## src/rtl/sfs_pkg.sv

```systemverilog
// ----------------------------------------------------------------------------
// sfs_pkg
// Shared constants, types and helper functions of the SPI memory slave.
// ----------------------------------------------------------------------------
package sfs_pkg;

  localparam int MEM_DEPTH = 512;
  localparam int ADDR_W    = $clog2(MEM_DEPTH);

  // Depth of the queue between the frame decoder and the array side.
  localparam int ACT_DEPTH  = 4;
  localparam int ACT_PTR_W  = $clog2(ACT_DEPTH);
  localparam int ACT_CNT_W  = $clog2(ACT_DEPTH + 1);

  // Depth of the result queue.
  localparam int OUT_DEPTH  = 4;
  localparam int OUT_PTR_W  = $clog2(OUT_DEPTH);
  localparam int OUT_CNT_W  = $clog2(OUT_DEPTH + 1);

  // Instruction codes, with the address bit masked off.
  localparam logic [7:0] OP_WREN  = 8'h06;
  localparam logic [7:0] OP_WRDI  = 8'h04;
  localparam logic [7:0] OP_WRSR  = 8'h01;
  localparam logic [7:0] OP_RDSR  = 8'h05;
  localparam logic [7:0] OP_WRITE = 8'h02;
  localparam logic [7:0] OP_READ  = 8'h03;
  localparam logic [7:0] OP_MASK  = 8'hF7;

  localparam int PROT_QUARTER = MEM_DEPTH / 4 * 3;
  localparam int PROT_HALF    = MEM_DEPTH / 2;

  typedef enum logic [1:0] {
    ACT_PASS,
    ACT_READ,
    ACT_WRITE
  } act_kind_t;

  // One unit of work for the array side: pass a byte through, read, or write.
  typedef struct packed {
    act_kind_t         kind;
    logic [ADDR_W-1:0] addr;
    logic [7:0]        data;
  } act_t;

  function automatic logic is_protected(input logic [1:0] bp,
                                        input logic [ADDR_W-1:0] addr);
    logic prot;
    prot = 1'b0;
    case (bp)
      2'd1:    prot = (addr >= ADDR_W'(PROT_QUARTER));
      2'd2:    prot = (addr >= ADDR_W'(PROT_HALF));
      2'd3:    prot = 1'b1;
      default: prot = 1'b0;
    endcase
    return prot;
  endfunction

  // Opcode bit 3 selects the upper half; it is dropped on a smaller array.
  function automatic logic [ADDR_W-1:0] addr_from_opcode(input logic [7:0] b);
    logic [8:0] wide;
    wide = {b[3], 8'h00};
    return ADDR_W'(wide);
  endfunction

  function automatic logic [ADDR_W-1:0] addr_low_load(input logic [ADDR_W-1:0] ptr,
                                                       input logic [7:0] b);
    logic [8:0] wide;
    wide = (9'(ptr) & 9'h100) | {1'b0, b};
    return ADDR_W'(wide);
  endfunction

endpackage

```

## src/rtl/sfs_act_queue.sv

```systemverilog
// ----------------------------------------------------------------------------
// sfs_act_queue
// Short first-in first-out queue of actions between decoder and array side.
// ----------------------------------------------------------------------------
module sfs_act_queue import sfs_pkg::*; (
  input  logic clk,
  input  logic rst,
  input  logic wr_en,
  input  act_t wr_act,
  input  logic rd_en,
  output act_t rd_act,
  output logic full,
  output logic empty
);

  act_t                 slots [ACT_DEPTH];
  logic [ACT_PTR_W-1:0] wr_ptr;
  logic [ACT_PTR_W-1:0] rd_ptr;
  logic [ACT_CNT_W-1:0] count;

  assign full   = (count == ACT_CNT_W'(ACT_DEPTH));
  assign empty  = (count == '0);
  assign rd_act = slots[rd_ptr];

  always_ff @(posedge clk) begin
    if (wr_en) begin
      slots[wr_ptr] <= wr_act;
    end
  end

  always_ff @(posedge clk) begin
    if (rst) begin
      wr_ptr <= '0;
      rd_ptr <= '0;
      count  <= '0;
    end else begin
      if (wr_en) begin
        wr_ptr <= wr_ptr + 1'b1;
      end
      if (rd_en) begin
        rd_ptr <= rd_ptr + 1'b1;
      end
      if (wr_en && !rd_en) begin
        count <= count + 1'b1;
      end else if (rd_en && !wr_en) begin
        count <= count - 1'b1;
      end
    end
  end

endmodule

```

## config.mk

```make
export PLATFORM = sky130hd
export DESIGN_NAME = sfs_act_queue
export DESIGN_NICKNAME = d
export VERILOG_FILES = /design/src/rtl/sfs_pkg.sv /design/src/rtl/sfs_act_queue.sv
export SDC_FILE = /design/constraint.sdc
export NUM_CORES = 1
export LEC_CHECK = 0
export BUFFER_PORTS_ARGS = -buffer_cell sky130_fd_sc_hd__buf_2
export CORE_ASPECT_RATIO = 1.1
export CORE_MARGIN = 2
export CORE_UTILIZATION = 60
export CTS_CLUSTER_DIAMETER = 30
export DETAILED_ROUTE_END_ITERATION = 10
export GPL_TIMING_DRIVEN = 0
export PLACE_DENSITY_LB_ADDON = 0.05
export SLEW_MARGIN = 20
export SYNTH_ARGS = -nofsm -noshare
export SYNTH_HDL_FRONTEND = slang
export SYNTH_SLANG_ARGS = --single-unit
```

## constraint.sdc

```tcl
create_clock -name clk -period 4.9 [get_ports clk]
set_input_delay 0.98 -clock clk [delete_from_list [all_inputs] [get_ports clk]]
set_output_delay 0.98 -clock clk [all_outputs]
set_load 0.01 [all_outputs]
```

# Word-level counts from Yosys, hierarchy flattened
# Memory sizes are Yosys's and may differ from the RTL's. A register that Yosys moved wholly into a read port is not among the register bits.
# Cells that the tools add are included.
# W data, S select, Z words.
# op_classes
add_sub_neg,4
n_eq_ne,1
muxes,6
n_reduce_logical,6
# ops
operator,count
$mux W3,2
$add A2 B1 Y2 const B,2
$mux W2,2
$add A3 B1 Y3 const B,1
$eq A3 B3 Y1 const B,1
$logic_not A3 Y1,1
$sub A3 B1 Y3 const B,1
$logic_and A1 B1 Y1,2
$logic_not A1 Y1,2
$mux W1,2
$reduce_bool A2 Y1,1
# totals
reg_bits,7
ramBits,76
inputBits,23
out_inout_bits,21
word_cells,21
n_memories,1
# memory_table
name,words,word_bits,rd,rd_ports_with_merged_regs,write_ports,line,rtl
slots,4,19,1,1,1,sfs_act_queue.sv:16,act_t slots [ACT_DEPTH];

# Longest topological paths before layout
# depth
depth_word,4
ltp_mapped,7
ltp_nobuf,7

# Worst setup path after synthesis
# OpenSTA, ideal clock, no wires.
# synth_timing
path_type,input -> register
start,input rd_en
end,register count[2]
setup_ns,0.070
t_arrival_ns,2.170
required_ns,4.830
slack_ns,2.660
cell_stages,7
n_path_buf,0
cell_sequence,inv_1 ha_1 inv_1 fa_1 xor2_1 or3_1 a21oi_1
# synth_between
elab_chain_cells,3
word_cells_on_any_way,5
cone_classes,mux (1); reduce/logical (4)
# synth_rtl
element,line,rtl
from (decl),sfs_act_queue.sv:10,"input logic rd_en,"
$logic_not A1 Y1,sfs_act_queue.sv:43,if (wr_en && !rd_en) begin
$logic_and A1 B1 Y1,sfs_act_queue.sv:43,
$mux W3 or $reduce_bool A2 Y1 (tied branches),n/a,
to (signal assigned),sfs_act_queue.sv:44,count <= count + 1'b1;
to (signal assigned),sfs_act_queue.sv:46,count <= count - 1'b1;
to (decl),sfs_act_queue.sv:19,logic [ACT_CNT_W-1:0] count;
# Parallel ways exist; a longest one is shown, timed or not.
# A chain may end at the register's enable or synchronous reset.

==> flow_metrics.tcl <==
set metrics [dict create \
    rsz0062_at_grt "no" \
    fin_ws_ns 2.17 \
    path_common_cell "buf_2" \
    cp_cell_sequence "buf_2 > buf_2 > mux4_2 > buf_2" \
    finalMaxSlewViolations 0 \
    max_freq_mhz 367 \
    dr_total_vias 1507 \
    outcome "complete, no violations" \
    antenna_found_initial 0 \
    placed_cell_area_mm2 0.00351 \
    clock_path_buffers 2 \
    layout-drive-gt1-share 0.343 \
    reg2reg_from "wr_ptr[0]$_SDFFE_PP0P_" \
    area_delta_synth_final_pct 15.2 \
    peakVddDrop_mv 0.257 \
    die_y_um 80.8 \
    worstPathMaxFanout 10 \
    r2r_cells 3 \
    ys.warnings.count 0 \
    cp_slowest_stage_delay_ns 0.35 \
    slowest_stage "mux4_2" \
    core_mm2 0.00510 \
    cp_data_required_time_ns 3.92 \
    setup_viol 0 \
    final_antenna_net_count 0 \
    io_pins 44 \
    grt_pass1_vias 1609 \
    clkLatencyLatePin_ns 0.34 \
    rr_endpoint "slots[0][12]$_DFFE_PP_" \
    synth_ff_type "edfxtp_1" \
    io_buffer_count 42 \
    synth_area_leaders "edfxtp_1 71%, mux4_1 7.4%, mux4_2 7.0%" \
    synth_nets 172 \
    grt_overflow 0 \
    synthesis.area_mm2 0.00321 \
    cts_tree "built" \
    yosysTopAreaCell "edfxtp_1" \
    end_kind "output pin" \
    avgSynthCellArea_um2 22.5 \
    fill_cells 310 \
    path_class "reg2out" \
    clkTransAtPathRegs_ns 0.08 \
    power.density_mw_per_mm2 397 \
    firstDrtPassIters 4 \
    routabilityCongestion 0.724 \
    design_area_mm2 0.00370 \
    grt_pass1_wl_um 7890 \
    path_delay_family "buffers and inverters" \
    grt_max_degree 20 \
    totalWireLength_um 4980 \
    async_reset_ff_frac 0 \
    cts.sinks 85 \
    dieWidth_um 73.8 \
    finClkSkew_ns 0.00454 \
    cts_root_buffer "clkbuf_8" \
    dieArea_mm2 0.00596 \
    syn_inst 143 \
    grt_usage 0.193 \
    tns_ns 0 \
    arrival_ns 1.75 \
    wl_per_cell_um 18.2 \
    post-route-util 0.726 \
    fin_nets 225 \
    maxCapViolCount 0 \
    power_leakage_uw 0.00131 \
    dp_hpwl_um 3130 \
    critPathBufInv 3 \
    ctsResizeCount 0 \
    finalCritPeriodShare 0.557 \
    viasPerCell 5.52 \
    fin_crit_ns 2.73 \
    ys_types 22 \
    hold_depth 2 \
    place_inst 257 \
    synth_common_cells "76 x edfxtp_1, 10 x mux4_2, 9 x dfxtp_1, 9 x mux4_1, 7 x nor2_1" \
    antennaDiodeCount 0 \
    synth_top_area_frac 0.710 \
    hp-start "rd_ptr[1]$_SDFFE_PP0P_" \
    cts_buffers 9 \
    finalNonFillerCells 273 \
    post-cts-setup-buffers 0 \
    synth_most_common_cell "edfxtp_1" \
    hold_end "rd_ptr[1]$_SDFFE_PP0P_" \
    min_path_type "reg2reg" \
    htree_levels 3 \
    start_util 0.630 \
    reg2reg_slack_ns 3.14 \
    pre_cts_ws_ns 2.40 \
    start_kind "flip-flop" \
    slew_headroom 0.311 \
    drc_errors 0 \
    tightest_slew_ns 1.03 \
    synth_edf_count 76 \
    hold_viol 0 \
    synth_seq_area_share 0.766 \
    rows 27 \
    initialDrtViolationCount 94 \
    synth_seq_cells 85 \
    cts_hold_buf 0 \
]
[logic make-up after synthesis]
logic type	Yosys count	share of synthesized area
DFF	85	0.766
adders and majority gates	6	0.0257
buffers and inverters	9	0.0187
xor gates and xnor gates	5	0.0136
muxes	21	0.150
AOI/OAI and AO/OA	2	0.00311
and+or+nand+nor	15	0.0230
[worst reg2reg max path: stages, from the launching register on]
cell and delay (ns):
dfxtp_1 0.36, inv_1 0.10, ha_1 0.14, and2_1 0.78
[worst max-delay path by stage]
stage,end,slack (ns),cells past startpoint,start
4_1_cts,rd_act[2],2.15,4,flip-flop
5_1_grt,rd_act[4],2.08,4,flip-flop
3_5_place_dp,count[2]$_SDFFE_PP0P_,2.40,7,wr_en
2_1_floorplan,count[2]$_SDFFE_PP0P_,2.66,7,rd_en
3_3_place_gp,count[2]$_SDFFE_PP0P_,2.50,8,rd_en
6_report,rd_act[7],2.17,4,flip-flop
[through the flow]
step / hold WS (ns) / total power (µW)
3_3_place_gp: 0.476 / 1020
2_1_floorplan: 0.466 / 961
3_5_place_dp: 0.515 / 1030
4_1_cts: 0.534 / 1480
5_1_grt: 0.565 / 1530
6_report: 0.535 / 1470
[registers in the layout (all words and copies together), names as in the netlist, named ones only]
signal  flops
slots      76
count       3
rd_ptr      2
wr_ptr      2
[cell usage in the layout (no fill, tap or decap), types with 4 or more instances in the layout]
master,instances
edfxtp_1,76
buf_2,44
mux4_2,10
mux4_1,9
dfxtp_1,9
clkbuf_8,9
nor2_1,7
ha_1,5
inv_1,4
and2_1,4
[layout make-up]
class | count | area, µm² | share of cell area
plain buffers | 5 | 45.0 | 0.0122
clock buffers | 9 | 124 | 0.0334
clock inverters | 7 | 65.1 | 0.0176
inverters | 4 | 15.0 | 0.00405
multi-input cells | 49 | 692 | 0.187
flip-flops and latches | 85 | 2460 | 0.665
well taps | 72 | 90.1 | 0.0243
repair buffers | 42 | 210 | 0.0568
[layer usage]
| layer | routed length, µm | global-route usage |
|---|---|---|
| met1 | 2010 | 0.236 |
| met2 | 2560 | 0.307 |
| met3 | 299 | 0.0471 |
| met4 | 111 | 0.122 |
| met5 | 0 | 0 |
[power breakdown]
part | internal, µW | total, µW | leakage [µW] | switching, µW
Combinational | 78.2 | 162 | 0.000451 | 83.8
Clock | 232 | 465 | 0.0000884 | 233
Sequential | 830 | 844 | 0.000772 | 14.2
Note: power is estimated with default switching activity, not from simulation.
