[src/rtl/sfs_pkg.sv]
// ----------------------------------------------------------------------------
// sfs_pkg
// Shared constants, types and helper functions of the SPI memory slave.
// ----------------------------------------------------------------------------
package sfs_pkg;

  localparam int MEM_DEPTH = 512;
  localparam int ADDR_W    = $clog2(MEM_DEPTH);

  // Depth of the queue between the frame decoder and the array side.
  localparam int ACT_DEPTH  = 4;
  localparam int ACT_PTR_W  = $clog2(ACT_DEPTH);
  localparam int ACT_CNT_W  = $clog2(ACT_DEPTH + 1);

  // Depth of the result queue.
  localparam int OUT_DEPTH  = 4;
  localparam int OUT_PTR_W  = $clog2(OUT_DEPTH);
  localparam int OUT_CNT_W  = $clog2(OUT_DEPTH + 1);

  // Instruction codes, with the address bit masked off.
  localparam logic [7:0] OP_WREN  = 8'h06;
  localparam logic [7:0] OP_WRDI  = 8'h04;
  localparam logic [7:0] OP_WRSR  = 8'h01;
  localparam logic [7:0] OP_RDSR  = 8'h05;
  localparam logic [7:0] OP_WRITE = 8'h02;
  localparam logic [7:0] OP_READ  = 8'h03;
  localparam logic [7:0] OP_MASK  = 8'hF7;

  localparam int PROT_QUARTER = MEM_DEPTH / 4 * 3;
  localparam int PROT_HALF    = MEM_DEPTH / 2;

  typedef enum logic [1:0] {
    ACT_PASS,
    ACT_READ,
    ACT_WRITE
  } act_kind_t;

  // One unit of work for the array side: pass a byte through, read, or write.
  typedef struct packed {
    act_kind_t         kind;
    logic [ADDR_W-1:0] addr;
    logic [7:0]        data;
  } act_t;

  function automatic logic is_protected(input logic [1:0] bp,
                                        input logic [ADDR_W-1:0] addr);
    logic prot;
    prot = 1'b0;
    case (bp)
      2'd1:    prot = (addr >= ADDR_W'(PROT_QUARTER));
      2'd2:    prot = (addr >= ADDR_W'(PROT_HALF));
      2'd3:    prot = 1'b1;
      default: prot = 1'b0;
    endcase
    return prot;
  endfunction

  // Opcode bit 3 selects the upper half; it is dropped on a smaller array.
  function automatic logic [ADDR_W-1:0] addr_from_opcode(input logic [7:0] b);
    logic [8:0] wide;
    wide = {b[3], 8'h00};
    return ADDR_W'(wide);
  endfunction

  function automatic logic [ADDR_W-1:0] addr_low_load(input logic [ADDR_W-1:0] ptr,
                                                       input logic [7:0] b);
    logic [8:0] wide;
    wide = (9'(ptr) & 9'h100) | {1'b0, b};
    return ADDR_W'(wide);
  endfunction

endpackage

[src/rtl/sfs_backend.sv]
// ----------------------------------------------------------------------------
// sfs_backend
// Array side: clears the byte array after reset, carries out reads and
// writes in order, and buffers the returned bytes for the master.
// ----------------------------------------------------------------------------
module sfs_backend import sfs_pkg::*; (
  input  logic       clk,
  input  logic       rst,
  input  logic       act_empty,
  input  act_t       act,
  output logic       act_pop,
  output logic       busy,
  input  logic       pop,
  output logic       empty,
  output logic [7:0] miso_byte
);

  logic [7:0]           mem [MEM_DEPTH];
  logic                 clearing;
  logic [ADDR_W-1:0]    clr_addr;
  logic                 s1_valid;
  act_kind_t            s1_kind;
  logic [7:0]           s1_data;
  logic [7:0]           rd_data;
  logic [7:0]           out_value;
  logic [7:0]           out_slots [OUT_DEPTH];
  logic [OUT_PTR_W-1:0] out_wr_ptr;
  logic [OUT_PTR_W-1:0] out_rd_ptr;
  logic [OUT_CNT_W-1:0] out_count;
  logic                 out_pop;

  assign busy = clearing;

  // An action is issued only when the result queue has room for it and for
  // the one already in flight.
  assign act_pop = !act_empty && !clearing &&
                   ((out_count + OUT_CNT_W'(s1_valid)) < OUT_CNT_W'(OUT_DEPTH));

  always_ff @(posedge clk) begin
    if (clearing) begin
      mem[clr_addr] <= 8'h00;
    end else if (act_pop && act.kind == ACT_WRITE) begin
      mem[act.addr] <= act.data;
    end
    if (act_pop) begin
      rd_data <= mem[act.addr];
    end
  end

  always_ff @(posedge clk) begin
    if (rst) begin
      clearing <= 1'b1;
      clr_addr <= '0;
      s1_valid <= 1'b0;
    end else begin
      if (clearing) begin
        clr_addr <= clr_addr + 1'b1;
        if (clr_addr == ADDR_W'(MEM_DEPTH - 1)) begin
          clearing <= 1'b0;
        end
      end
      s1_valid <= act_pop;
    end
  end

  always_ff @(posedge clk) begin
    if (act_pop) begin
      s1_kind <= act.kind;
      s1_data <= act.data;
    end
  end

  always_comb begin
    case (s1_kind)
      ACT_READ:  out_value = rd_data;
      ACT_WRITE: out_value = 8'h00;
      default:   out_value = s1_data;
    endcase
  end

  assign out_pop   = pop && !empty;
  assign empty     = (out_count == '0);
  assign miso_byte = out_slots[out_rd_ptr];

  always_ff @(posedge clk) begin
    if (s1_valid) begin
      out_slots[out_wr_ptr] <= out_value;
    end
  end

  always_ff @(posedge clk) begin
    if (rst) begin
      out_wr_ptr <= '0;
      out_rd_ptr <= '0;
      out_count  <= '0;
    end else begin
      if (s1_valid) begin
        out_wr_ptr <= out_wr_ptr + 1'b1;
      end
      if (out_pop) begin
        out_rd_ptr <= out_rd_ptr + 1'b1;
      end
      if (s1_valid && !out_pop) begin
        out_count <= out_count + 1'b1;
      end else if (out_pop && !s1_valid) begin
        out_count <= out_count - 1'b1;
      end
    end
  end

  a_no_issue_while_clearing: assert property (
    @(posedge clk) disable iff (rst) clearing |-> !act_pop)
    else $error("action issued during the clearing pass");

  a_result_has_room: assert property (
    @(posedge clk) disable iff (rst) s1_valid |-> out_count < OUT_CNT_W'(OUT_DEPTH))
    else $error("result written into a full result queue");

  a_clear_ends_at_top: assert property (
    @(posedge clk) disable iff (rst)
    $fell(clearing) |-> $past(clr_addr) == ADDR_W'(MEM_DEPTH - 1))
    else $error("clearing pass ended before the last address");

  a_count_bound: assert property (
    @(posedge clk) disable iff (rst) out_count <= OUT_CNT_W'(OUT_DEPTH))
    else $error("result count out of range");

endmodule

[config.mk]
export PLATFORM = sky130hd
export DESIGN_NAME = sfs_backend
export DESIGN_NICKNAME = d
export VERILOG_FILES = /design/src/rtl/sfs_pkg.sv /design/src/rtl/sfs_backend.sv
export SDC_FILE = /design/constraint.sdc
export NUM_CORES = 2
export LEC_CHECK = 0
export BUFFER_PORTS_ARGS = -buffer_cell sky130_fd_sc_hd__buf_2
export CORE_MARGIN = 2
export CORE_UTILIZATION = 38
export DETAILED_ROUTE_END_ITERATION = 6
export PLACE_DENSITY = 0.59
export SLEW_MARGIN = 40
export SYNTH_ARGS = -nofsm -noshare
export SYNTH_HDL_FRONTEND = slang
export SYNTH_MEMORY_MAX_BITS = 65536
export SYNTH_SLANG_ARGS = --single-unit
[constraint.sdc]
create_clock -name clk -period 11.9 [get_ports clk]
set_input_delay 1.19 -clock clk [delete_from_list [all_inputs] [get_ports clk]]
set_output_delay 1.19 -clock clk [all_outputs]
set_load 0.05 [all_outputs]
# Word-level counts from Yosys, hierarchy flattened
# Memory sizes are Yosys's and may differ from the RTL's. A register that Yosys moved wholly into a read port is not among the register bits.
# Cells that the tools add are included.
word_totals:
  reg_bits: 28
  latchBits: 0
  mem_bits_rw: 4128
  mem_bits_ro: 0
  in_bits: 23
  output_inout_bits: 11
  elab_cells: 52
  mem_count: 2
op_classes:
  add_sub_neg: 6
  n_mul: 0
  div_mod_pow: 0
  order_cmp: 1
  eq_ne: 4
  shifts: 0
  mux: 17
  bitwise_logic: 0
  n_reduce_logical: 14
memory_table:
  columns: ["memory", "words", "word_bits", "read_ports", "rd_ports_with_merged_regs", "write_ports", "line", "source"]
  rows:
  - ["mem", 512, 8, 1, 1, 1, "sfs_backend.sv:18", "logic [7:0] mem [MEM_DEPTH];"]
  - ["out_slots", 4, 8, 1, 1, 1, "sfs_backend.sv:26", "logic [7:0] out_slots [OUT_DEPTH];"]
ops:
  columns: ["op", "count"]
  rows:
  - ["$pmux W8 S2", 1]
  - ["$mux W1", 10]
  - ["$add A9 B1 Y9 const B", 1]
  - ["$eq A9 B9 Y1 const B", 1]
  - ["$mux W9", 1]
  - ["$mux W8", 1]
  - ["$reduce_or A8 Y1", 1]
  - ["$logic_and A1 B1 Y1", 6]
  - ["$mux W3", 2]
  - ["$logic_not A1 Y1", 5]
  - ["$add A2 B1 Y2 const B", 2]
  - ["$eq A2 B2 Y1 const B", 2]
  - ["$mux W2", 2]
  - ["$add A3 B1 Y3", 1]
  - ["$add A3 B1 Y3 const B", 1]
  - ["$logic_not A3 Y1", 1]
  - ["$lt A3 B3 Y1 const B", 1]
  - ["$sub A3 B1 Y3 const B", 1]
  - ["$eq A2 B1 Y1 const B", 1]
  - ["$reduce_bool A2 Y1", 1]

# Logic depth before layout (Yosys ltp)
logic_depth:
  depth_word: 9
  mapped_depth: 13
  ltp_nobuf: 8

# Least setup slack after synthesis
# Ideal clock, no wire load.
synth_timing:
  kind: "input to register"
  from: "in act_empty"
  to: "mem mem[0][0], data pin"
  setup_ps: 1538
  arrival_ps: 8407
  t_required_ps: 10362
  slack_ps: 1954
  path_stages: 5
  path_buffers: 1
  cell_sequence: "nor2_1 -> o21ai_2 -> nor3b_4 -> clkbuf_1 -> and2_1"
synth_between:
  elab_chain_len: 9
synth_rtl:
  columns: ["element", "line", "source"]
  rows:
  - ["start, declared", "sfs_backend.sv:9", "input logic act_empty,"]
  - ["$logic_not A1 Y1", "sfs_backend.sv:36", "assign act_pop = !act_empty && !clearing &&"]
  - ["$logic_and A1 B1 Y1 (2 in series)", "sfs_backend.sv:36", null]
  - ["$logic_and A1 B1 Y1", "sfs_backend.sv:42", "end else if (act_pop && act.kind == ACT_WRITE) begin"]
  - ["$mux W1", "sfs_backend.sv:42", null]
  - ["$mux W1", "sfs_backend.sv:40", "if (clearing) begin"]
  - ["$mux W1 (not written as such)", "sfs_backend.sv:43", "mem[act.addr] <= act.data;"]
  - ["$reduce_or A8 Y1 (no source line)", null, null]
  - ["$mux W8 (no source line)", null, null]
  - ["end, declared", "sfs_backend.sv:18", null]
# No other way between the ends.

==> results_dict.tcl <==
set metrics [dict create \
    status "finished, final reports clean" \
    internal_power_w 0.0232 \
    synthArstFlopShare 0 \
    critical_path_class "primary input to flip-flop" \
    reg2reg_to "mem[324][4]$_DFFE_PP_" \
    synth_flop_cell "edfxtp_1" \
    synthCells 8292 \
    synth_mux_area_frac 0.140 \
    r2r_slack_ns 7.00 \
    synth_xor_area_frac 0.000590 \
    synth_simple_gate_area_frac 0.0270 \
    arrival_ns 6.36 \
    register_area_mm2 0.125 \
    firstDrtPassIters 6 \
    dr_total_vias 83300 \
    multi_input_area_mm2 0.0358 \
    dieArea_mm2 0.435 \
    place_congestion 0.847 \
    timing.fmax_ghz 0.180 \
    p_switching_w 0.00612 \
    cts.sinks 4166 \
    start_util 0.382 \
    setup_viol 0 \
    cts_hold_buf 0 \
    hpwl_mm 262 \
    synth_compound_area_frac 0.0462 \
    grt_max_degree 201 \
    wirelength_mm 435 \
    fin_nets 8390 \
    holdPathStages 1 \
    clockBufferDepth 4 \
    grt_use_total 0.195 \
    ir_worst_vdd_mv 0.131 \
    hold-path-endpoint "s1_data[2]$_DFFE_PP_" \
    final_util 0.428 \
    io_pins 34 \
    cts-root-buf "clkbuf_16" \
    synth_top_area_frac 0.762 \
    grt_pass1_vias 82700 \
    fin_skew_ns 0.0709 \
    synthesis.area_mm2 0.163 \
    cap_viol_max_count 0 \
    crit_path_max_fanout 113 \
    h-tree-depth 5 \
    avgViaCountPerCell 5.79 \
    power.clock.fraction 0.421 \
    power.total_w 0.0293 \
    drc_errors 0 \
    synth_top_family_by_area "multiplexers" \
    post-cts-setup-buffer-count 0 \
    clkTransAtPathRegs_ns 0.06 \
    crit_path_end_kind "flip-flop" \
    synthAdderAreaFrac 0.000736 \
    synth.area.top_cells "edfxtp_1 76%, mux4_2 8.8%, mux2i_1 5.1%, o221ai_1 2.0%, nor2_1 1.4%" \
    grt_pass1_wl_mm 617 \
    io_buffers 33 \
    synth_edf_count 4146 \
    hold_path.class "primary input to flip-flop" \
    die_w_um 660 \
    synth_nets 8324 \
    cts_resized 0 \
    syn_to_final_growth_pct 12.0 \
    cp.required_ns 12.70 \
    reg2reg_depth 11 \
    fillers 36700 \
    grt_setup_unrepaired "no" \
    worst_slew_pin_slew_ns 1.03 \
    wire_per_inst_um 30.2 \
    synth_cell_type_count 64 \
    yosys.area.top_type "edfxtp_1" \
    layout-drive-gt1-share 0.192 \
    seqPwrFrac 0.543 \
    period_share 0.467 \
    overflow 0 \
    core_area_mm2 0.428 \
    p_leak_nw 66.4 \
    hp-start "act[2]" \
    yosysWarningCount 0 \
    cts_tree "built" \
    ys_ff_latch 4166 \
    num_rows 240 \
    switching_share 0.209 \
    avgSynthCellArea_um2 19.7 \
    drt_iter0_markers 9875 \
    cts_inserted_buffers 399 \
    comb_power_share 0.036 \
    ant_nets 0 \
    power.density_mw_per_mm2 160 \
    tns_ns 0 \
    synth-seq-area-share 0.765 \
    die_h_um 660 \
    finalHoldViolCount 0 \
    antenna_found_initial 25 \
    worstReg2RegStart "s1_valid$_SDFF_PP0_" \
    slew_violations 0 \
    worstSkewPairLatency_ns 0.93 \
    crit_path_start_kind "primary input" \
    finalCriticalPeriod_ns 5.56 \
    slew_headroom 0.310 \
]
-- cell families after synthesis --
kind of cell | count (synthesis)
xor+xnor | 11
fa+ha+maj | 9
simple gates | 1011
buf+inv | 544
flops | 4166
mux | 1480
compound gates | 1071
-- metal layers --
metal / track usage / vias to the layer above / routed length [um]
met2: 0.317 / 3871 / 208000
met3: 0.0330 / 712 / 34800
met4: 0.0671 / 8 / 15800
met1: 0.267 / 44200 / 176000
met5: 0 / - / 59
li1: - / 34600 / -
-- Yosys cell counts (all sizes together), types with 54 or more instances --
cell	count
edfxtp	4146
mux2i	836
mux4	643
nor2	611
o221ai	369
buf	277
clkbuf	259
a21oi	198
o22ai	180
nand2	149
o21ai	119
a22oi	76
a211oi	54
-- placed cells by master (no fill, tap or decap), types with 9 or more instances in the layout --
master      Yosys  routed
a211oi_1       54      44
a21oi_1       198     198
a22oi_1        76      76
a31oi_1        17      17
buf_12         10      35
buf_16          0      18
buf_2          69      29
buf_4          60      89
buf_6          81      27
bufinv_16       0      33
clkbuf_1      257      66
clkbuf_16       0     407
clkinv_1        1      84
clkinv_2        0      81
clkinv_4        0      11
clkinvlp_4      0      21
dfxtp_1        20      20
diode_2         0      25
edfxtp_1     4146    4146
inv_6           0      11
mux2i_1       836     836
mux4_2        638     638
nand2_1       145     113
nand2_2         0      19
nand2_4         4      17
nand2b_1       14      13
nand3_1        34      33
nand3b_1       13      13
nand4_1        52      52
nor2_1        611     441
nor2_2          0     170
nor2b_1        22      21
nor3_1         44      41
nor4_1         26      19
o21ai_0       113      98
o21ai_1         5      20
o221ai_1      366     366
o22ai_1       180     179
o31ai_1        14      13
xor2_1          9       9
-- power by group through the flow --
stage / registers, W / logic (W) / clock network (W)
final: 0.0159 / 0.00104 / 0.0123
after global routing: 0.0159 / 0.00108 / 0.0130
after CTS: 0.0159 / 0.00104 / 0.0125
after detailed placement: 0.0162 / 0.00103 / 0
after global placement: 0.0162 / 0.00101 / 0
after floorplan: 0.0162 / 0.000666 / 0
-- worst max-delay path by stage --
| stage | from | to | slack [ns] | cells past startpoint |
|---|---|---|---|---|
| 6_report | act[9] | rd_data[5]$_DFFE_PP_ | 6.34 | 11 |
| 5_1_grt | act[9] | rd_data[5]$_DFFE_PP_ | 6.28 | 11 |
| 4_1_cts | act[9] | rd_data[4]$_DFFE_PP_ | 6.10 | 11 |
| 3_5_place_dp | act[9] | rd_data[4]$_DFFE_PP_ | 5.11 | 11 |
| 3_3_place_gp | act[9] | rd_data[1]$_DFFE_PP_ | 4.36 | 10 |
| 2_1_floorplan | act_empty | mem[0][0]$_DFFE_PP_ | 1.95 | 5 |
-- critical path, stage by stage --
cell and delay, ns:
buf_8 0.28, buf_12 0.46, buf_16 0.37, buf_12 0.60, buf_4 0.76, mux4_2 0.40
o22ai_1 0.09, o21ai_0 0.70, nand4_1 0.34, a211oi_4 0.60, and3_1 0.25
-- flip-flops by register name (all words and copies together), names as in the netlist, 3 cells and up, named ones only --
name and flops:
clr_addr 9, rd_data 8, mem 4096, s1_data 8, out_slots 32, out_count 3
-- final cells by class --
class	count	share of cell area
timing repair buffer	201	0.0129
clock inverter	243	0.0115
sequential	4166	0.683
multi-input combinational	3582	0.196
clock buffer	473	0.0571
inverter	8	0.000219
antenna	25	0.000342
tap	5687	0.0389
-- metrics by stage --
step / hold WS (ns) / worst slack [ns] / cells / instance area [um2]
2_1_floorplan: 0.479 / 1.95 / 8292 / 163000
3_3_place_gp: 0.490 / 4.36 / 13600 / 169000
3_5_place_dp: 0.509 / 5.11 / 13600 / 170000
4_1_cts: 0.414 / 6.10 / 14400 / 182000
5_1_grt: 0.434 / 6.28 / 14400 / 183000
6_report: 0.478 / 6.34 / 14400 / 183000
No activity file was read; power rests on OpenSTA's default activity.
