## src/rtl/sfs_pkg.sv

```systemverilog
// ----------------------------------------------------------------------------
// sfs_pkg
// Shared constants, types and helper functions of the SPI memory slave.
// ----------------------------------------------------------------------------
package sfs_pkg;

  localparam int MEM_DEPTH = 512;
  localparam int ADDR_W    = $clog2(MEM_DEPTH);

  // Depth of the queue between the frame decoder and the array side.
  localparam int ACT_DEPTH  = 4;
  localparam int ACT_PTR_W  = $clog2(ACT_DEPTH);
  localparam int ACT_CNT_W  = $clog2(ACT_DEPTH + 1);

  // Depth of the result queue.
  localparam int OUT_DEPTH  = 4;
  localparam int OUT_PTR_W  = $clog2(OUT_DEPTH);
  localparam int OUT_CNT_W  = $clog2(OUT_DEPTH + 1);

  // Instruction codes, with the address bit masked off.
  localparam logic [7:0] OP_WREN  = 8'h06;
  localparam logic [7:0] OP_WRDI  = 8'h04;
  localparam logic [7:0] OP_WRSR  = 8'h01;
  localparam logic [7:0] OP_RDSR  = 8'h05;
  localparam logic [7:0] OP_WRITE = 8'h02;
  localparam logic [7:0] OP_READ  = 8'h03;
  localparam logic [7:0] OP_MASK  = 8'hF7;

  localparam int PROT_QUARTER = MEM_DEPTH / 4 * 3;
  localparam int PROT_HALF    = MEM_DEPTH / 2;

  typedef enum logic [1:0] {
    ACT_PASS,
    ACT_READ,
    ACT_WRITE
  } act_kind_t;

  // One unit of work for the array side: pass a byte through, read, or write.
  typedef struct packed {
    act_kind_t         kind;
    logic [ADDR_W-1:0] addr;
    logic [7:0]        data;
  } act_t;

  function automatic logic is_protected(input logic [1:0] bp,
                                        input logic [ADDR_W-1:0] addr);
    logic prot;
    prot = 1'b0;
    case (bp)
      2'd1:    prot = (addr >= ADDR_W'(PROT_QUARTER));
      2'd2:    prot = (addr >= ADDR_W'(PROT_HALF));
      2'd3:    prot = 1'b1;
      default: prot = 1'b0;
    endcase
    return prot;
  endfunction

  // Opcode bit 3 selects the upper half; it is dropped on a smaller array.
  function automatic logic [ADDR_W-1:0] addr_from_opcode(input logic [7:0] b);
    logic [8:0] wide;
    wide = {b[3], 8'h00};
    return ADDR_W'(wide);
  endfunction

  function automatic logic [ADDR_W-1:0] addr_low_load(input logic [ADDR_W-1:0] ptr,
                                                       input logic [7:0] b);
    logic [8:0] wide;
    wide = (9'(ptr) & 9'h100) | {1'b0, b};
    return ADDR_W'(wide);
  endfunction

endpackage

```

## src/rtl/sfs_frontend.sv

```systemverilog
// ----------------------------------------------------------------------------
// sfs_frontend
// Frame decoder: tracks opcode, address and data phases, owns the write
// enable latch and block protect bits, and issues one action per byte.
// ----------------------------------------------------------------------------
module sfs_frontend import sfs_pkg::*; (
  input  logic       clk,
  input  logic       rst,
  input  logic       accept,
  input  logic       opcode,
  input  logic       first_in_frame,
  input  logic [7:0] mosi_byte,
  input  logic       protect_pin_n,
  output logic       act_valid,
  output act_t       act
);

  typedef enum logic [2:0] {
    CMD_NONE,
    CMD_WREN,
    CMD_WRDI,
    CMD_RDSR,
    CMD_WRSR,
    CMD_READ,
    CMD_WRITE,
    CMD_BAD
  } cmd_t;

  typedef enum logic [1:0] {
    PH_OPCODE,
    PH_ADDR,
    PH_DATA,
    PH_IGNORE
  } phase_t;

  cmd_t              cmd, cmd_next;
  phase_t            phase, phase_next;
  logic [ADDR_W-1:0] ptr, ptr_next;
  logic              latch, latch_next;
  logic [1:0]        bp, bp_next;
  logic              wrote, wrote_next;
  logic [7:0]        code;

  assign code = mosi_byte & OP_MASK;

  always_comb begin
    cmd_next   = cmd;
    phase_next = phase;
    ptr_next   = ptr;
    latch_next = latch;
    bp_next    = bp;
    wrote_next = wrote;
    act_valid  = 1'b0;
    act.kind   = ACT_PASS;
    act.addr   = ptr;
    act.data   = 8'h00;

    if (accept && opcode) begin
      // Chip select released: a write frame drops the latch.
      if (wrote) begin
        latch_next = 1'b0;
      end
      wrote_next = 1'b0;
      cmd_next   = CMD_NONE;
      phase_next = PH_OPCODE;
    end else if (accept) begin
      act_valid = 1'b1;
      if (first_in_frame || phase == PH_OPCODE) begin
        wrote_next = 1'b0;
        phase_next = PH_IGNORE;
        cmd_next   = CMD_BAD;
        if (code == OP_WREN) begin
          cmd_next   = CMD_WREN;
          latch_next = 1'b1;
        end else if (code == OP_WRDI) begin
          cmd_next   = CMD_WRDI;
          latch_next = 1'b0;
        end else if (code == OP_RDSR) begin
          cmd_next   = CMD_RDSR;
          phase_next = PH_DATA;
        end else if (code == OP_WRSR) begin
          cmd_next   = CMD_WRSR;
          phase_next = PH_DATA;
        end else if (code == OP_READ || code == OP_WRITE) begin
          cmd_next   = (code == OP_READ) ? CMD_READ : CMD_WRITE;
          phase_next = PH_ADDR;
          ptr_next   = addr_from_opcode(mosi_byte);
        end
      end else if (phase == PH_ADDR) begin
        ptr_next   = addr_low_load(ptr, mosi_byte);
        phase_next = PH_DATA;
      end else if (phase == PH_DATA) begin
        case (cmd)
          CMD_RDSR: begin
            act.data = {4'b0000, bp, latch, 1'b0};
          end
          CMD_WRSR: begin
            if (latch && protect_pin_n) begin
              bp_next = mosi_byte[3:2];
            end
            wrote_next = 1'b1;
            phase_next = PH_IGNORE;
          end
          CMD_READ: begin
            act.kind = ACT_READ;
            ptr_next = ptr + 1'b1;
          end
          CMD_WRITE: begin
            if (latch && protect_pin_n && !is_protected(bp, ptr)) begin
              act.kind = ACT_WRITE;
              act.data = mosi_byte;
            end
            wrote_next = 1'b1;
            ptr_next   = ptr + 1'b1;
          end
          default: begin
            phase_next = PH_IGNORE;
          end
        endcase
      end
    end
  end

  always_ff @(posedge clk) begin
    if (rst) begin
      cmd   <= CMD_NONE;
      phase <= PH_OPCODE;
      ptr   <= '0;
      latch <= 1'b0;
      bp    <= 2'b00;
      wrote <= 1'b0;
    end else begin
      cmd   <= cmd_next;
      phase <= phase_next;
      ptr   <= ptr_next;
      latch <= latch_next;
      bp    <= bp_next;
      wrote <= wrote_next;
    end
  end

endmodule

```

## config.mk

```make
export PLATFORM = sky130hd
export DESIGN_NAME = sfs_frontend
export DESIGN_NICKNAME = d
export VERILOG_FILES = /design/src/rtl/sfs_pkg.sv /design/src/rtl/sfs_frontend.sv
export SDC_FILE = /design/constraint.sdc
export NUM_CORES = 1
export LEC_CHECK = 0
export BUFFER_PORTS_ARGS = -buffer_cell sky130_fd_sc_hd__buf_2
export CORE_MARGIN = 10
export CORE_UTILIZATION = 35
export CTS_BUF_LIST = sky130_fd_sc_hd__clkbuf_8
export CTS_CLUSTER_DIAMETER = 200
export DETAILED_ROUTE_END_ITERATION = 8
export PLACE_DENSITY_LB_ADDON = 0.15
export SETUP_SLACK_MARGIN = 0.3
export SLEW_MARGIN = 10
export SYNTH_ARGS = -nofsm -noshare
export SYNTH_HDL_FRONTEND = slang
export SYNTH_SLANG_ARGS = --single-unit
```

## constraint.sdc

```tcl
create_clock -name clk -period 1.5 [get_ports clk]
set_clock_uncertainty 0.1 [all_clocks]
set_input_delay 0 -clock clk [delete_from_list [all_inputs] [get_ports clk]]
set_output_delay 0 -clock clk [all_outputs]
set_load 0.02 [all_outputs]
```

### Word-level counts from Yosys, hierarchy flattened

Index checks and enable logic that the tools add are counted.

| word-level totals | value |
|---|---|
| register bits | 18 |
| bits in latches | 0 |
| bits in writable memories | 0 |
| ROM bits | 0 |
| bits of input ports | 14 |
| output and inout port bits | 20 |
| word-level logic and storage cells | 117 |
| memories kept | 0 |

| cells by class | value |
|---|---|
| $add $sub $neg | 1 |
| multipliers | 0 |
| divide/modulo/power cells | 0 |
| order comparisons | 2 |
| equal/unequal tests | 23 |
| shift operators | 0 |
| mux-type cells | 57 |
| bitwise logic cells | 4 |
| reductions and logical operators | 24 |

Operators with widths:

| operator | count |
|---|---|
| 9-bit 2-to-1 mux | 9 |
| 8-bit 2-to-1 mux | 6 |
| 2-bit 2-to-1 mux | 18 |
| 7-bit by 3-bit equality test with 1-bit output (second input constant) | 3 |
| 9-bit >= comparator (second input constant) | 2 |
| 1-bit 2-to-1 mux | 18 |
| 8-bit one-hot mux with 2 select lines | 1 |
| 7-bit by 2-bit equality test with 1-bit output (second input constant) | 2 |
| 2-bit != test (second input constant) | 6 |
| 9-bit by 1-bit adder with 9-bit output (second input constant) | 1 |
| 3-bit equality test (second input constant) | 3 |
| 3-bit 2-to-1 mux | 3 |
| 9-bit by 8-bit OR with 9-bit output | 1 |
| 9-bit AND reduction | 1 |
| 3-bit nonzero test | 3 |
| 4-bit AND reduction | 2 |
| 2-bit nonzero test | 4 |
| 7-bit by 1-bit equality test with 1-bit output (second input constant) | 1 |
| 7-bit AND reduction | 1 |
| 2-bit equality test (second input constant) | 3 |
| 2-bit OR reduction | 3 |
| 2-bit by 1-bit equality test with 1-bit output (second input constant) | 2 |
| 2-bit one-hot mux with 2 select lines | 1 |
| 3-bit by 2-bit equality test with 1-bit output (second input constant) | 1 |
| 11 further kinds | 16 |

### Longest topological paths before layout

| depth | value |
|---|---|
| depth after elaboration | 17 |
| mapped depth | 6 |
| gate-level depth less buffers | 5 |

### Least setup slack after synthesis

OpenSTA, ideal clock, no wires.

| path | value |
|---|---|
| kind | reg-to-reg |
| start point | register ptr[1] |
| end point | register ptr[8] |
| library setup time | 0.135 ns |
| arrival | 1.485 ns |
| required time | 1.265 ns |
| path slack | -0.219 ns |
| stages on the path, launching flop included | 6 |
| path buffers | 0 |
| clock period less this slack | 1.719 ns |
| cell sequence | dfxtp_1 -> ha_1 -> nand3_1 -> o211a_1 -> a211oi_1 -> a311oi_2 |

| on the way | value |
|---|---|
| longest elaborated chain between the ends | 5 |

Ends and longest elaborated chain:

| element | line | RTL |
|---|---|---|
| start: declaration | sfs_frontend.sv:38 | `logic [ADDR_W-1:0] ptr, ptr_next;` |
| start signal: assignment | sfs_frontend.sv:135 | `ptr <= ptr_next;` |
| 9-bit by 1-bit adder with 9-bit output | sfs_frontend.sv:106, sfs_frontend.sv:114 |  |
| 9-bit 2-to-1 mux | - |  |
| 9-bit 2-to-1 mux | sfs_frontend.sv:92 | `end else if (phase == PH_DATA) begin` |
| 9-bit 2-to-1 mux | sfs_frontend.sv:89 | `end else if (phase == PH_ADDR) begin` |
| 9-bit 2-to-1 mux | sfs_frontend.sv:68 | `if (first_in_frame \|\| phase == PH_OPCODE) begin` |

No other way between the ends. The select of a mux whose other input is x is not followed.
A chain may end at the register's enable or synchronous reset.

==> metrics.txt <==
outcome finished, violations left; failing checks setup timing; nature of the critical path endpoint primary output; VDD IR max 0.334 mV; routed vias/inst 5.89; Hold/Removal Path Class primary input to flip-flop; max_slew headroom 0.742; utilization after layout 0.611; Pwr per Cell Area 543 nW/µm²; mean post-synth cell area 8.63 µm²; setup ws final -0.123 ns; top flip-flop cell by instance count after synthesis sky130_fd_sc_hd__dfxtp_1; layout-stage area growth over the synthesis result 66.4%; length in cells of the worst reg-to-reg path 5; GRT Overall Usage 0.142; category of the critical setup timing path flip-flop to primary output; clock transition at the register clock pins on the worst setup and hold paths after CTS 0.07 ns; CTS tree done; buffer depth of the longest clock path 2; die area 6790 µm²; WHS Path Cells 3; total DRC errors in the routed layout 0; number of antenna violations at the first check in global routing 0; Chip Height 82.4 µm; wire length of the first global-routing pass 7.73 mm; max-cap violation count 0; mean routed wirelength per cell 18.2 µm; Yosys cell types 56; Post-synth ARST share 0; Min Clock Period, post-route 1.62 ns; die width 82.4 µm; required time of the critical path 1.40 ns; commonest non-fill, non-tap cell in the layout sky130_fd_sc_hd__buf_4; final setup violating endpoints 18; Final period util 1.08; count of inserted antenna diode cells 0; Startpoint Class flip-flop; Net count, final 243; hold-critical path endpoint bp[1]; cts bufs inserted 3; Fillers 321; post-synthesis cell count 158; I/O pin count 34; Reg-to-Reg Start cmd[0]; number of max-slew violations in the final report 0; Initial Util 0.367; start point of the worst min-delay path mosi_byte[3]; power after layout 1.23 mW; Sink Count 18; Worst Path Arrival 1.52 ns; number of core rows 22; maximum fanout count along the critical path 5; Synthesis Warnings 0; CTS H-tree depth 1; pin count of the biggest net entering global routing 15; number of iterations in the first detailed-routing pass 4; fraction of final layout cells sized beyond drive strength 1 0.667; flops & latches, synth 18; DP HPWL 3.62 mm; Hold Vio Cnt, Final 0; Leak Pwr 0.875 nW; total congestion overflow 0; post-synthesis instance area 1360 µm²; Max Clock Freq 0.616 GHz; actual slew at the worst max-slew pin 0.387 ns; detailed-route wire length 4.97 mm; endpoint of the worst register-to-register path ptr[8]; unrepaired setup endpoints after global routing true; number of synthesized flops with an enable pin 0; final weighted congestion of routability-driven global placement 0.895; nets in the synthesized netlist 174; number of I/O port buffers 33; share of synthesized area occupied by flip-flops and latches 0.264; Vias 1,607; leading cell types in the layout, fill and taps excluded sky130_fd_sc_hd__buf_4, sky130_fd_sc_hd__buf_2, sky130_fd_sc_hd__buf_6; register-to-register setup slack -0.05 ns; placeable core region 3720 µm²; clock root buffer sky130_fd_sc_hd__clkbuf_8; clock latency on the worst-skew pair 0.26 ns; worst slack on hold paths 0.0122 ns; vias in the first global route 1,508; post-route ant nets 0; Iter 0 DRT Violations 115
## how the worst max path moves through the flow
stage          slack (ns)    startpoint  endpoint  depth (start not counted)
2_1_floorplan         0.1        cmd[0]    ptr[8]                          5
3_3_place_gp        -0.08  mosi_byte[7]    ptr[4]                          6
3_5_place_dp        -0.11  mosi_byte[7]    ptr[3]                          6
4_1_cts             -0.12        cmd[0]    act[4]                          5
5_1_grt             -0.18        cmd[0]    act[2]                          6
6_report            -0.12        cmd[0]    act[1]                          6
## stage by stage
stage	area, µm²	worst slack (ns)	setup TNS, ns	cells
4_1_cts	2180	-0.118	-1.15	267
3_3_place_gp	1900	-0.0751	-0.506	255
6_report	2270	-0.123	-1.10	273
3_5_place_dp	1900	-0.106	-0.844	255
5_1_grt	2270	-0.183	-2.40	273
2_1_floorplan	1590	0.0994	0	158
## registers in the layout, summed over array words and instances (netlist names)
name / cells
bp: 2
cmd: 3
latch: 1
phase: 2
ptr: 9
wrote: 1
## kinds of logic after synthesis
logic type / after synthesis / share of synthesized area
adder cells (fa/ha/maj): 2 / 0.0183
multiplexers: 3 / 0.0220
AND/OR/NAND/NOR: 62 / 0.277
XOR/XNOR: 4 / 0.0257
buffers and inverters: 17 / 0.0872
flip-flops: 18 / 0.264
AO/OA/AOI/OAI: 52 / 0.306
## cell type report
type | instances | area (µm²) | area share
clock buffer | 3 | 41.3 | 0.0182
multi-input combinational | 123 | 1180 | 0.519
timing repair buffer | 76 | 578 | 0.255
sequential | 18 | 393 | 0.173
tap | 48 | 60.1 | 0.0265
inverter | 5 | 18.8 | 0.00827
## Yosys cell counts, types with 2 or more instances
cell type,count,share of area
sky130_fd_sc_hd__nor3_1,4,0.015
sky130_fd_sc_hd__and3_2,2,0.011
sky130_fd_sc_hd__a31oi_1,4,0.018
sky130_fd_sc_hd__nand4_1,4,0.018
sky130_fd_sc_hd__a41oi_1,2,0.013
sky130_fd_sc_hd__ha_1,2,0.018
sky130_fd_sc_hd__o211a_1,2,0.015
sky130_fd_sc_hd__a311oi_2,2,0.022
sky130_fd_sc_hd__nand3_1,6,0.022
sky130_fd_sc_hd__and2_0,2,0.0092
sky130_fd_sc_hd__nor2_1,12,0.033
sky130_fd_sc_hd__a21oi_1,5,0.018
sky130_fd_sc_hd__mux2i_1,3,0.022
sky130_fd_sc_hd__nor4_1,3,0.014
sky130_fd_sc_hd__a22oi_1,7,0.039
sky130_fd_sc_hd__nand2b_1,3,0.014
sky130_fd_sc_hd__o21ai_0,7,0.026
sky130_fd_sc_hd__clkbuf_1,4,0.011
sky130_fd_sc_hd__inv_1,5,0.014
sky130_fd_sc_hd__and3_1,5,0.023
sky130_fd_sc_hd__xor2_1,4,0.026
sky130_fd_sc_hd__dfxtp_1,18,0.26
sky130_fd_sc_hd__a41oi_2,2,0.024
sky130_fd_sc_hd__buf_6,3,0.025
sky130_fd_sc_hd__and4b_1,3,0.022
sky130_fd_sc_hd__nor3b_1,2,0.011
sky130_fd_sc_hd__a211oi_1,8,0.044
sky130_fd_sc_hd__clkbuf_8,2,0.020
sky130_fd_sc_hd__nand2_1,4,0.011
sky130_fd_sc_hd__a211oi_2,2,0.018
## power breakdown
part           internal (mW)  total, mW  leakage [nW]  switching (mW)
registers              0.491      0.517         0.154          0.0264
logic                  0.173      0.361         0.699           0.188
clock network          0.179      0.354        0.0216           0.175
## critical path, cell delays in order, from the launching register on
cell	delay [ns]
sky130_fd_sc_hd__dfxtp_4	0.34
sky130_fd_sc_hd__and4b_1	0.28
sky130_fd_sc_hd__and4_4	0.23
sky130_fd_sc_hd__buf_6	0.12
sky130_fd_sc_hd__a22oi_2	0.09
sky130_fd_sc_hd__nor2_4	0.09
sky130_fd_sc_hd__buf_6	0.12
## per-layer routing
layer / up-vias / track usage / routed length (µm)
met1: 786 / 0.195 / 2150
met3: 6 / 0.0216 / 320
met5: - / 0 / 0
met2: 57 / 0.230 / 2470
li1: 758 / - / -
met4: 0 / 0.0255 / 39
## what timing repair did
action,in CTS,in global routing
pin swaps,20,8
hold endpoints to repair,1,0
resized for setup,42,10
setup endpoints to repair,26,28
setup buffers,7,6
hold buffers,2,0
Note: power is estimated with default switching activity, not from simulation.
